<file path="config.mk">
export PLATFORM = sky130hd
export DESIGN_NAME = peak_and_trapezoid_area
export DESIGN_NICKNAME = d
export VERILOG_FILES = /design/src/hdl/pat_pkg.sv /design/src/hdl/pat_front.sv /design/src/hdl/pat_accum.sv /design/src/hdl/peak_and_trapezoid_area.sv
export SDC_FILE = /design/constraint.sdc
export NUM_CORES = 2
export LEC_CHECK = 0
export BUFFER_PORTS_ARGS = -buffer_cell sky130_fd_sc_hd__buf_2
export CAP_MARGIN = 15
export CELL_PAD_IN_SITES_DETAIL_PLACEMENT = 2
export CELL_PAD_IN_SITES_GLOBAL_PLACEMENT = 2
export CORE_MARGIN = 3
export CORE_UTILIZATION = 45
export CTS_CLUSTER_DIAMETER = 200
export DETAILED_ROUTE_END_ITERATION = 6
export PLACE_DENSITY_LB_ADDON = 0.1
export SETUP_SLACK_MARGIN = 0.2
export SYNTH_ARGS = -nofsm -noshare
export SYNTH_HDL_FRONTEND = slang
export SYNTH_HIERARCHICAL = 1
export SYNTH_SLANG_ARGS = --single-unit
</file>
<file path="constraint.sdc">
create_clock -name clk -period 14.4 [get_ports clk]
set_input_delay 2.88 -clock clk [delete_from_list [all_inputs] [get_ports clk]]
set_output_delay 2.88 -clock clk [all_outputs]
set_load 0.01 [all_outputs]
</file>
<file path="src/hdl/pat_pkg.sv">
// shared widths, defaults and stage-to-stage control type for the peak and area block
package pat_pkg;

  // fixed field widths on the stream ports
  localparam int TIME_W = 32;
  localparam int CONC_W = 24;
  localparam int AREA_W = 64;

  // packed beat widths, whole bytes
  localparam int IN_DATA_W  = 56;
  localparam int OUT_DATA_W = 120;

  // default internal widths
  localparam int TIME_BITS_DEF = 32;
  localparam int CONC_BITS_DEF = 24;

  // signed area clamp limits
  localparam logic [AREA_W-1:0] AREA_MAX = {1'b0, {(AREA_W-1){1'b1}}};
  localparam logic [AREA_W-1:0] AREA_MIN = {1'b1, {(AREA_W-1){1'b0}}};

  // control carried with one area term
  typedef struct packed {
    logic valid;
    logic last;
    logic neg;
  } term_ctrl_t;

endpackage

</file>
<file path="src/hdl/pat_front.sv">
// input register, peak and previous-sample tracking, and the area term multiplier
module pat_front #(
  parameter int TIME_BITS = pat_pkg::TIME_BITS_DEF,
  parameter int CONC_BITS = pat_pkg::CONC_BITS_DEF
) (
  input  logic                             clk,
  input  logic                             rst,
  input  logic                             in_valid,
  output logic                             in_ready,
  input  logic [pat_pkg::TIME_W-1:0]       in_time,
  input  logic [pat_pkg::CONC_W-1:0]       in_conc,
  input  logic                             in_last,
  output pat_pkg::term_ctrl_t              term,
  input  logic                             term_ready,
  output logic [TIME_BITS+CONC_BITS:0]     term_mag,
  output logic [CONC_BITS-1:0]             term_peak_conc,
  output logic [TIME_BITS-1:0]             term_peak_time
);
  import pat_pkg::*;

  localparam int MAG_W = TIME_BITS + CONC_BITS + 1;

  // input register
  logic                 s1_valid;
  logic [TIME_BITS-1:0] s1_time;
  logic [CONC_BITS-1:0] s1_conc;
  logic                 s1_last;
  logic                 s1_adv;

  // per-profile tracking
  logic                 have_previous;
  logic [TIME_BITS-1:0] previous_time;
  logic [CONC_BITS-1:0] previous_conc;
  logic [CONC_BITS-1:0] best_conc;
  logic [TIME_BITS-1:0] best_time;

  logic                 neg;
  logic [TIME_BITS-1:0] dt;
  logic [CONC_BITS:0]   cs;
  logic [MAG_W-1:0]     mag_next;
  logic                 take_peak;
  logic [CONC_BITS-1:0] best_conc_next;
  logic [TIME_BITS-1:0] best_time_next;

  assign s1_adv   = s1_valid && (!term.valid || term_ready);
  assign in_ready = !s1_valid || s1_adv;

  always_ff @(posedge clk) begin
    if (rst) begin
      s1_valid <= 1'b0;
    end else if (in_ready) begin
      s1_valid <= in_valid;
    end
  end

  // bits above the internal widths are dropped here
  always_ff @(posedge clk) begin
    if (in_ready && in_valid) begin
      s1_time <= TIME_BITS'(in_time);
      s1_conc <= CONC_BITS'(in_conc);
      s1_last <= in_last;
    end
  end

  always_comb begin
    neg       = s1_time < previous_time;
    dt        = neg ? (previous_time - s1_time) : (s1_time - previous_time);
    cs        = {1'b0, previous_conc} + {1'b0, s1_conc};
    mag_next  = have_previous ? (MAG_W'(dt) * MAG_W'(cs)) : '0;
    // first sample of a profile always sets the peak, ties keep the earlier one
    take_peak = !have_previous || (s1_conc > best_conc);
    best_conc_next = take_peak ? s1_conc : best_conc;
    best_time_next = take_peak ? s1_time : best_time;
  end

  always_ff @(posedge clk) begin
    if (rst) begin
      have_previous <= 1'b0;
      previous_time <= '0;
      previous_conc <= '0;
      best_conc     <= '0;
      best_time     <= '0;
    end else if (s1_adv) begin
      if (s1_last) begin
        have_previous <= 1'b0;
        previous_time <= '0;
        previous_conc <= '0;
        best_conc     <= '0;
        best_time     <= '0;
      end else begin
        have_previous <= 1'b1;
        previous_time <= s1_time;
        previous_conc <= s1_conc;
        best_conc     <= best_conc_next;
        best_time     <= best_time_next;
      end
    end
  end

  always_ff @(posedge clk) begin
    if (rst) begin
      term.valid <= 1'b0;
    end else if (!term.valid || term_ready) begin
      term.valid <= s1_valid;
    end
    if (s1_adv) begin
      term.last      <= s1_last;
      term.neg       <= neg;
      term_mag       <= mag_next;
      term_peak_conc <= best_conc_next;
      term_peak_time <= best_time_next;
    end
  end

  // a last sample leaves the tracker empty for the next profile
  assert property (@(posedge clk) disable iff (rst)
    (!rst && s1_adv && s1_last) |=> !have_previous)
    else $error("tracker not cleared after last sample");

  // the first sample of a profile contributes no area
  assert property (@(posedge clk) disable iff (rst)
    (!rst && s1_adv && !have_previous) |=> (term_mag == '0))
    else $error("first sample produced a nonzero area term");

  // a free term stage never holds off the input
  assert property (@(posedge clk) disable iff (rst)
    (!term.valid || term_ready) |-> in_ready)
    else $error("input stalled with the term stage free");

endmodule

</file>
<file path="src/hdl/pat_accum.sv">
// saturating area accumulator and result register
module pat_accum #(
  parameter int TIME_BITS = pat_pkg::TIME_BITS_DEF,
  parameter int CONC_BITS = pat_pkg::CONC_BITS_DEF
) (
  input  logic                          clk,
  input  logic                          rst,
  input  pat_pkg::term_ctrl_t           term,
  output logic                          term_ready,
  input  logic [TIME_BITS+CONC_BITS:0]  term_mag,
  input  logic [CONC_BITS-1:0]          term_peak_conc,
  input  logic [TIME_BITS-1:0]          term_peak_time,
  output logic                          out_valid,
  input  logic                          out_ready,
  output logic [pat_pkg::CONC_W-1:0]    peak_conc,
  output logic [pat_pkg::TIME_W-1:0]    peak_time,
  output logic [pat_pkg::AREA_W-1:0]    area_doubled,
  output logic                          area_saturated
);
  import pat_pkg::*;

  logic              out_free;
  logic              term_adv;
  logic [AREA_W-1:0] area_sum;
  logic              sum_clipped;
  logic [AREA_W:0]   mag_ext;
  logic [AREA_W:0]   addend;
  logic [AREA_W:0]   raw;
  logic              ovf;
  logic [AREA_W-1:0] area_sum_next;
  logic              sum_clipped_next;

  // only a last term needs room in the result register
  assign out_free   = !out_valid || out_ready;
  assign term_ready = !term.last || out_free;
  assign term_adv   = term.valid && term_ready;

  always_comb begin
    mag_ext = (AREA_W+1)'(term_mag);
    addend  = term.neg ? (~mag_ext + 1'b1) : mag_ext;
    raw     = {area_sum[AREA_W-1], area_sum} + addend;
    ovf     = raw[AREA_W] != raw[AREA_W-1];
    if (ovf) begin
      area_sum_next = raw[AREA_W] ? AREA_MIN : AREA_MAX;
    end else begin
      area_sum_next = raw[AREA_W-1:0];
    end
    sum_clipped_next = sum_clipped || ovf;
  end

  always_ff @(posedge clk) begin
    if (rst) begin
      area_sum    <= '0;
      sum_clipped <= 1'b0;
    end else if (term_adv) begin
      if (term.last) begin
        area_sum    <= '0;
        sum_clipped <= 1'b0;
      end else begin
        area_sum    <= area_sum_next;
        sum_clipped <= sum_clipped_next;
      end
    end
  end

  always_ff @(posedge clk) begin
    if (rst) begin
      out_valid <= 1'b0;
    end else if (term_adv && term.last) begin
      out_valid <= 1'b1;
    end else if (out_ready) begin
      out_valid <= 1'b0;
    end
  end

  always_ff @(posedge clk) begin
    if (term_adv && term.last) begin
      peak_conc      <= CONC_W'(term_peak_conc);
      peak_time      <= TIME_W'(term_peak_time);
      area_doubled   <= area_sum_next;
      area_saturated <= sum_clipped_next;
    end
  end

  // a last term always lands in the result register
  assert property (@(posedge clk) disable iff (rst)
    (!rst && term_adv && term.last) |=> out_valid)
    else $error("last term did not produce a result");

  // a waiting result is never overwritten
  assert property (@(posedge clk) disable iff (rst)
    (term.valid && term.last && out_valid && !out_ready) |-> !term_ready)
    else $error("result register overrun");

  // the sum starts clean for the next profile
  assert property (@(posedge clk) disable iff (rst)
    (!rst && term_adv && term.last) |=> (area_sum == '0 && !sum_clipped))
    else $error("area sum not cleared after result");

endmodule

</file>
<file path="src/hdl/peak_and_trapezoid_area.sv">
// top level: peak concentration, peak time and doubled trapezoid area per profile
//
// usage
//   s_* carries one sample per beat: time, concentration, and tlast on the
//   final sample of a profile. m_* carries one result beat per profile:
//   peak concentration, time of its first occurrence, twice the trapezoid
//   area (signed, clamped) and in tuser a flag that the clamp was hit.
// throughput
//   one sample per cycle while s_tready is high; peak compare and 32 by 25 bit
//   area term multiply sit in one stage, the saturating accumulate in the next
// result path
//   the last sample of a profile passes the input register, the term register
//   and the result register, in that order, before its result beat shows on m_tvalid
// reset
//   rst empties the pipeline and clears the peak, previous sample and sum
// stall
//   samples without tlast keep draining into the sum while a result waits;
//   a second last sample holds in the term stage until the result is taken,
//   then the input side backs up and s_tready drops
module peak_and_trapezoid_area #(
  parameter int TIME_BITS = pat_pkg::TIME_BITS_DEF,
  parameter int CONC_BITS = pat_pkg::CONC_BITS_DEF
) (
  input  logic                              clk,
  input  logic                              rst,
  input  logic                              s_tvalid,
  output logic                              s_tready,
  // sample_time [31:0], sample_conc [55:32]
  input  logic [pat_pkg::IN_DATA_W-1:0]     s_tdata,
  // last_sample
  input  logic                              s_tlast,
  output logic                              m_tvalid,
  input  logic                              m_tready,
  // peak_conc [23:0], peak_time [55:24], area_doubled [119:56]
  output logic [pat_pkg::OUT_DATA_W-1:0]    m_tdata,
  // area_saturated
  output logic                              m_tuser
);
  import pat_pkg::*;

  term_ctrl_t               term;
  logic                     term_ready;
  logic [TIME_BITS+CONC_BITS:0] term_mag;
  logic [CONC_BITS-1:0]     term_peak_conc;
  logic [TIME_BITS-1:0]     term_peak_time;

  logic [CONC_W-1:0]        peak_conc;
  logic [TIME_W-1:0]        peak_time;
  logic [AREA_W-1:0]        area_doubled;

  // peak tracking and area term
  pat_front #(
    .TIME_BITS (TIME_BITS),
    .CONC_BITS (CONC_BITS)
  ) u_front (
    .clk            (clk),
    .rst            (rst),
    .in_valid       (s_tvalid),
    .in_ready       (s_tready),
    .in_time        (s_tdata[TIME_W-1:0]),
    .in_conc        (s_tdata[TIME_W+CONC_W-1:TIME_W]),
    .in_last        (s_tlast),
    .term           (term),
    .term_ready     (term_ready),
    .term_mag       (term_mag),
    .term_peak_conc (term_peak_conc),
    .term_peak_time (term_peak_time)
  );

  // clamped sum and result beat
  pat_accum #(
    .TIME_BITS (TIME_BITS),
    .CONC_BITS (CONC_BITS)
  ) u_accum (
    .clk            (clk),
    .rst            (rst),
    .term           (term),
    .term_ready     (term_ready),
    .term_mag       (term_mag),
    .term_peak_conc (term_peak_conc),
    .term_peak_time (term_peak_time),
    .out_valid      (m_tvalid),
    .out_ready      (m_tready),
    .peak_conc      (peak_conc),
    .peak_time      (peak_time),
    .area_doubled   (area_doubled),
    .area_saturated (m_tuser)
  );

  // fields packed from the lowest bit up, exactly 15 bytes
  assign m_tdata = {area_doubled, peak_time, peak_conc};

endmodule

</file>
* Word level (Yosys, flattened, before mapping)
Cells that the tools add are included.
Storage, ports and cells: bits in registers 474, memory bits (read-only) 0, word-level logic and storage cells 63, latch bits 0, output and inout port bits 123, memories 0, memory bits (writable) 0, input bits 61
Cells by class: div/mod/pow operators 0, order comparisons 2, bitwise operators 1, reductions and logical operators 16, shift-type cells 0, $add $sub $neg 5, multiplexer cells 15, equality and inequality tests 1, $mul 1
Operators with widths (count):
- $mux W64 | 3
- $mux W32 | 4
- $mux W24 | 3
- $add A65 B1 Y65 const B | 1
- $add A65 B65 Y65 | 1
- $mux W65 | 1
- $not A57 Y65 | 1
- $sub A32 B32 Y32 | 2
- $mul A32 B25 Y57 | 1
- $lt A32 B32 Y1 | 1
- $add A24 B24 Y25 | 1
- $gt A24 B24 Y1 | 1
- $logic_or A1 B1 Y1 | 6
- $logic_not A1 Y1 | 5
- $logic_and A1 B1 Y1 | 4
- $mux W1 | 4
- $reduce_bool A2 Y1 | 1
- $ne A1 B1 Y1 | 1

* Longest topological paths before layout
depth in word-level cells 7, mapped depth 42, depth with buffers taken out 38

* Modules after synthesis
Netlist, hierarchy kept.
Modules (own cells, without submodules):
- pat_front | instances 1, seq. area each 7467.2 sq um, area each 41088.2 sq um, cells an instance 4620
- pat_accum | instances 1, seq. area each 4954.8 sq um, area each 11701.2 sq um, cells an instance 1154

* Least setup slack after synthesis
OpenSTA, ideal clock, no wires.
path kind register to register, start reg u_front.s1_time[0], end reg u_front.term_mag[56] (data pin), buffers on the path 3, setup slack 4.656 ns, setup time 0.147 ns, clock period less this slack 9.744 ns, cell stages (with the launch flop) 40, arrival 9.597 ns, required time 14.253 ns, cells stage by stage edfxtp_1 > inv_1 > ha_1 > inv_1 > fa_1 > a211oi_2 > o211ai_1 > a221o_1 > a2111oi_4 > nor3_2 > a21oi_4 > buf_6 > buf_6 > mux2i_1 > xor2_1 > clkbuf_1 > nand2_1 > fa_1 > [4 not listed] > fa_1 > inv_1 > fa_1 > fa_1 > inv_1 > fa_1 > inv_1 > ha_1 > and2_1 > o21a_1 > a2111oi_0 > o211ai_1 > a31oi_1 > a211oi_1 > nor3_1 > o2111ai_1 > a21o_1 > a21oi_1
On the way: word-level cells in the longest chain between the ends 3, elaborated cells between the ends (all ways) 5, those cells by class add/sub: 2; mul: 1; order compare: 1; mux: 1
Ends and longest elaborated chain:
- from (decl) | line pat_front.sv:25 | logic [TIME_BITS-1:0] s1_time;
- from (signal assigned) | line pat_front.sv:59 | s1_time <= TIME_BITS'(in_time);
- $sub A32 B32 Y32 or $lt A32 B32 Y1 (tied branches) | line pat_front.sv:67, pat_front.sv:66
- $mux W32 * | line pat_front.sv:67 | dt = neg ? (previous_time - s1_time) : (s1_time - previous_time);
- $mul A32 B25 Y57 * | line pat_front.sv:69 | mag_next = have_previous ? (MAG_W'(dt) * MAG_W'(cs)) : '0;
- to (signal assigned) | line pat_front.sv:109 | term_mag <= mag_next;
- to (decl) | line pat_front.sv:15 | output logic [TIME_BITS+CONC_BITS:0] term_mag,
Every way passes the cells marked *; elsewhere a longest branch is shown, timed or not. A chain may end at the register's enable or synchronous reset.

* Worst setup path in the final report
start reg u_front.s1_time[0], end reg u_front.term_mag[53] (data pin)
Same word-level chain as after synthesis.

==> run_results.csv <==
group,metric,value,unit
cts,cts_root_buffer,"clkbuf_16",
placed_design,place_ws,2.46,ns
drt,drtAntennaViolNets,0,
sta,final.setup.tns,0,ns
drt,routed_wl,220,mm
yosys,syn_inst,5774,
yosys,ys_seq_elements,474,
drt,drc_errors,0,
drt,dr.first_iter.drc_count,2880,
cts,numClockSinks,474,
setup_path,crit_required,14.79,ns
sta,grt_setup_unrepaired,"false",
drt,drt-pass1-iter-count,5,
grt,grt_max_degree,107,
grt,overflow,0,
grt,antenna_found_initial,7,
drt,num_vias,44300,
placed_design,place_hpwl,169,mm
hold_path,hold_path.class,"flip-flop to flip-flop",
setup_path,worstPathMaxFanout,51,
die,num_rows,125,
yosys,synth-compound-area-share,12.6,%
setup_path,reg2reg_slack,2.28,ns
drt,detail_route.wl_per_cell,29.9,microns
cts,htreeDepth,2,
yosys,yosys.area_share.adder,36.1,%
setup_path,r2r_end,"u_front/term_mag[53]$_SDFFCE_PN0P_",
drt,highest_layer,"met5",
run_status,status,"finished clean",
cts,ctsHoldBuffers,0,
die,die_w,349,microns
setup_path,crit_path_end_kind,"flip-flop",
yosys,synth_top_family_by_area,"adder cells",
grt,grt.total_usage,36.0,%
yosys,async_flop_share,0,%
yosys,synth_top_flop_cell,"edfxtp_1",
placed_design,gp_congestion,0.932,
cts,cts.path.max_buffers,3,
cts,postCtsSetupBuffers,0,
setup_path,reg2regPathDepth,36,
cts,worstSkewPairLatency,0.67,ns
setup_path,critPathLaunchType,"flip-flop",
yosys,synth_edf_count,293,
cells_and_area,syn_to_final_growth,8.55,%
setup_path,cp_top_family,"adder cells",
yosys,synth-simple-area-share,14.1,%
grt,grt_pass1_wl,330,mm
setup_path,slowest_stage,"xnor2_2",
grt,grt_pass1_vias,51700,
sta,finalCritPeriodShare,84.2,%
drt,vias_per_cell,6.03,
drt,met2_length,114,mm
yosys,syn_avg_cell_area,9.14,sq um
sta,fmax,82.5,MHz
setup_path,timing_worst_setup_path_type,"flip-flop to flip-flop",
cts,cts_buffers,55,
die,ios,184,
cells_and_area,finish.net_count,6906,
sta,setup_viol,0,
sta,slew_viol_final,0,
yosys,seq_area_frac_synth,23.5,%
setup_path,r2r-start,"u_front/s1_time[0]$_DFFE_PP_",
die,die_area,121000,sq um
yosys,yosys.area_share.xor_xnor,4.42,%
cells_and_area,drive_gt1_share,8.25,%
sta,worst_slack,2.28,ns
cts,cts_tree,"yes",
yosys,syn_area,52800,sq um
setup_path,crit_top_cell,"fa_1",
cts,clkSlewWorstSetupHoldPaths,0.06,ns
yosys,synth_fp_nets,6895,
die,initial_core_util,45.4,%
drt,wl_met3,10.8,mm
die,core,116000,sq um
sta,finalHoldViolations,0,
yosys,ys_warn_count,6,
yosys,synth.area.mux_share,0.472,%
flow_run,maxCapViolations,0,
setup_path,path_buf_inv,8,
setup_path,cpPeakStageDelay,1.00,ns
cells_and_area,fill_cells,12500,
sta,finalCriticalPeriod,12.12,ns
drt,wl_met1,82.2,mm
die,fp.dieH,349,microns
setup_path,worstPathArrival,12.51,ns
cts,cts_resized,0,
placed_design,port_buffers,183,
hold_path,min_from,"u_front/term_peak_time[28]$_DFFE_PP_",
sta,slew_headroom,13.0,%
sta,worst_slew_pin_slew,1.30,ns
sta,fin_worst_skew,0.0295,ns
hold_path,holdPathStages,0,
hold_path,hold_end,"u_accum/peak_time[28]$_DFFE_PP_",
yosys,synth_cell_types,91,
==> routing by layer <==
layer,vias up,global-route usage [%]
li1,18900,-
met1,23300,40.7
met2,1508,66.1
met3,601,4.87
met4,6,18.3
met5,-,0
==> synthesized netlist by cell type, types with 61 or more instances <==
cell type	number	area [sq um]
xnor2_1	167	1460
a221o_1	67	671
edfxtp_1	293	8800
clkbuf_1	251	942
buf_2	61	305
xor2_1	77	674
a21oi_1	296	1480
fa_1	691	13800
ha_1	369	4620
dfxtp_1	181	3620
nand3_1	72	360
nor3_1	117	586
inv_1	861	3230
a21o_1	92	691
nor2_1	630	2360
o21ai_0	211	1060
nand2_1	586	2200
==> layout by cell type (no fill, tap or decap), types with 24 or more instances in the layout <==
master,netlist,layout
a32oi_1,24,24
a21boi_0,39,39
clkbuf_16,0,56
a21o_1,92,91
fa_1,691,691
a211oi_1,25,25
inv_1,861,859
edfxtp_1,293,293
nor3_1,117,116
nand3_1,72,72
xor2_1,77,61
o21bai_1,39,39
buf_2,61,182
a21oi_1,296,294
xnor2_1,167,146
o21ai_0,211,211
a31oi_1,26,26
nand2_1,586,584
and3_1,53,52
and2_1,44,43
a221o_1,67,67
buf_4,5,100
dfxtp_1,181,181
nand4_1,53,53
xnor2_2,10,27
ha_1,369,369
o21a_1,54,54
nor2_1,630,629
nor2b_1,26,26
o31ai_1,27,27
nand2b_1,35,34
maj3_1,59,59
==> per-stage QoR <==
step           hold WS, ns  util, %  cells  instance area, sq um
2_1_floorplan        0.400        -   5774                 52800
3_3_place_gp         0.403     47.6   7249                 55400
3_5_place_dp         0.406     47.6   7249                 55400
4_1_cts              0.398     49.2   7353                 57200
5_1_grt              0.405     49.2   7356                 57300
6_report             0.402     49.2   7357                 57300
==> registers in the layout, indices dropped and copies added (netlist names) <==
signal	flops
u_front/term_mag	57
u_front/term_peak_conc	24
u_front/have_previous	1
u_front/previous_conc	24
u_accum/area_sum	64
u_accum/peak_time	32
u_accum/area_doubled	64
u_front/term	3
u_accum/out_valid	1
u_accum/sum_clipped	1
u_front/s1_valid	1
u_front/best_time	32
u_front/term_peak_time	32
u_accum/peak_conc	24
u_front/s1_time	32
u_front/s1_last	1
u_front/s1_conc	24
u_accum/area_saturated	1
u_front/previous_time	32
u_front/best_conc	24
==> area by class of cell <==
cell class                      instances  area, sq um  share of cell area, %
Antenna cell                            1         2.50                0.00437
Clock inverter                         37          402                  0.701
Multi-Input combinational cell       4107        36100                   63.1
Timing Repair Buffer                  284         1700                   2.97
Sequential cell                       474        12400                   21.7
Inverter                              863         3240                   5.66
Tap cell                             1524         1910                   3.33
Clock buffer                           67         1470                   2.57
==> logic make-up after synthesis <==
| group | Yosys count |
|---|---|
| buffers and inverters | 1193 |
| muxes | 24 |
| adders and majority gates | 1119 |
| and+or+nand+nor | 1700 |
| DFF | 474 |
| AOI/OAI and AO/OA | 1008 |
| xor gates and xnor gates | 256 |
==> how the worst max path moves through the flow <==
stage                                 start                                 end  depth (start not counted)
2_1_floorplan  u_front/s1_time[0]$_DFFE_PP_  u_front/term_mag[56]$_SDFFCE_PN0P_                         39
3_3_place_gp   u_front/s1_time[0]$_DFFE_PP_  u_front/term_mag[49]$_SDFFCE_PN0P_                         37
3_5_place_dp   u_front/s1_time[0]$_DFFE_PP_  u_front/term_mag[56]$_SDFFCE_PN0P_                         37
4_1_cts        u_front/s1_time[0]$_DFFE_PP_  u_front/term_mag[56]$_SDFFCE_PN0P_                         37
5_1_grt        u_front/s1_time[0]$_DFFE_PP_  u_front/term_mag[53]$_SDFFCE_PN0P_                         36
6_report       u_front/s1_time[0]$_DFFE_PP_  u_front/term_mag[53]$_SDFFCE_PN0P_                         36
==> worst reg2reg max path, delay by kind of cell, from the launching register on <==
kind            cells  cell delay, ns
fa+ha+maj          10            4.90
compound gates     12            3.57
buf+inv             8            1.15
xor+xnor            1            1.00
simple gates        4            0.70
flops               1            0.39
mux                 1            0.15
Power is left out: the tool's default activity adds up to more than one toggle a clock period on the data nets, which glitch-free logic cannot reach.
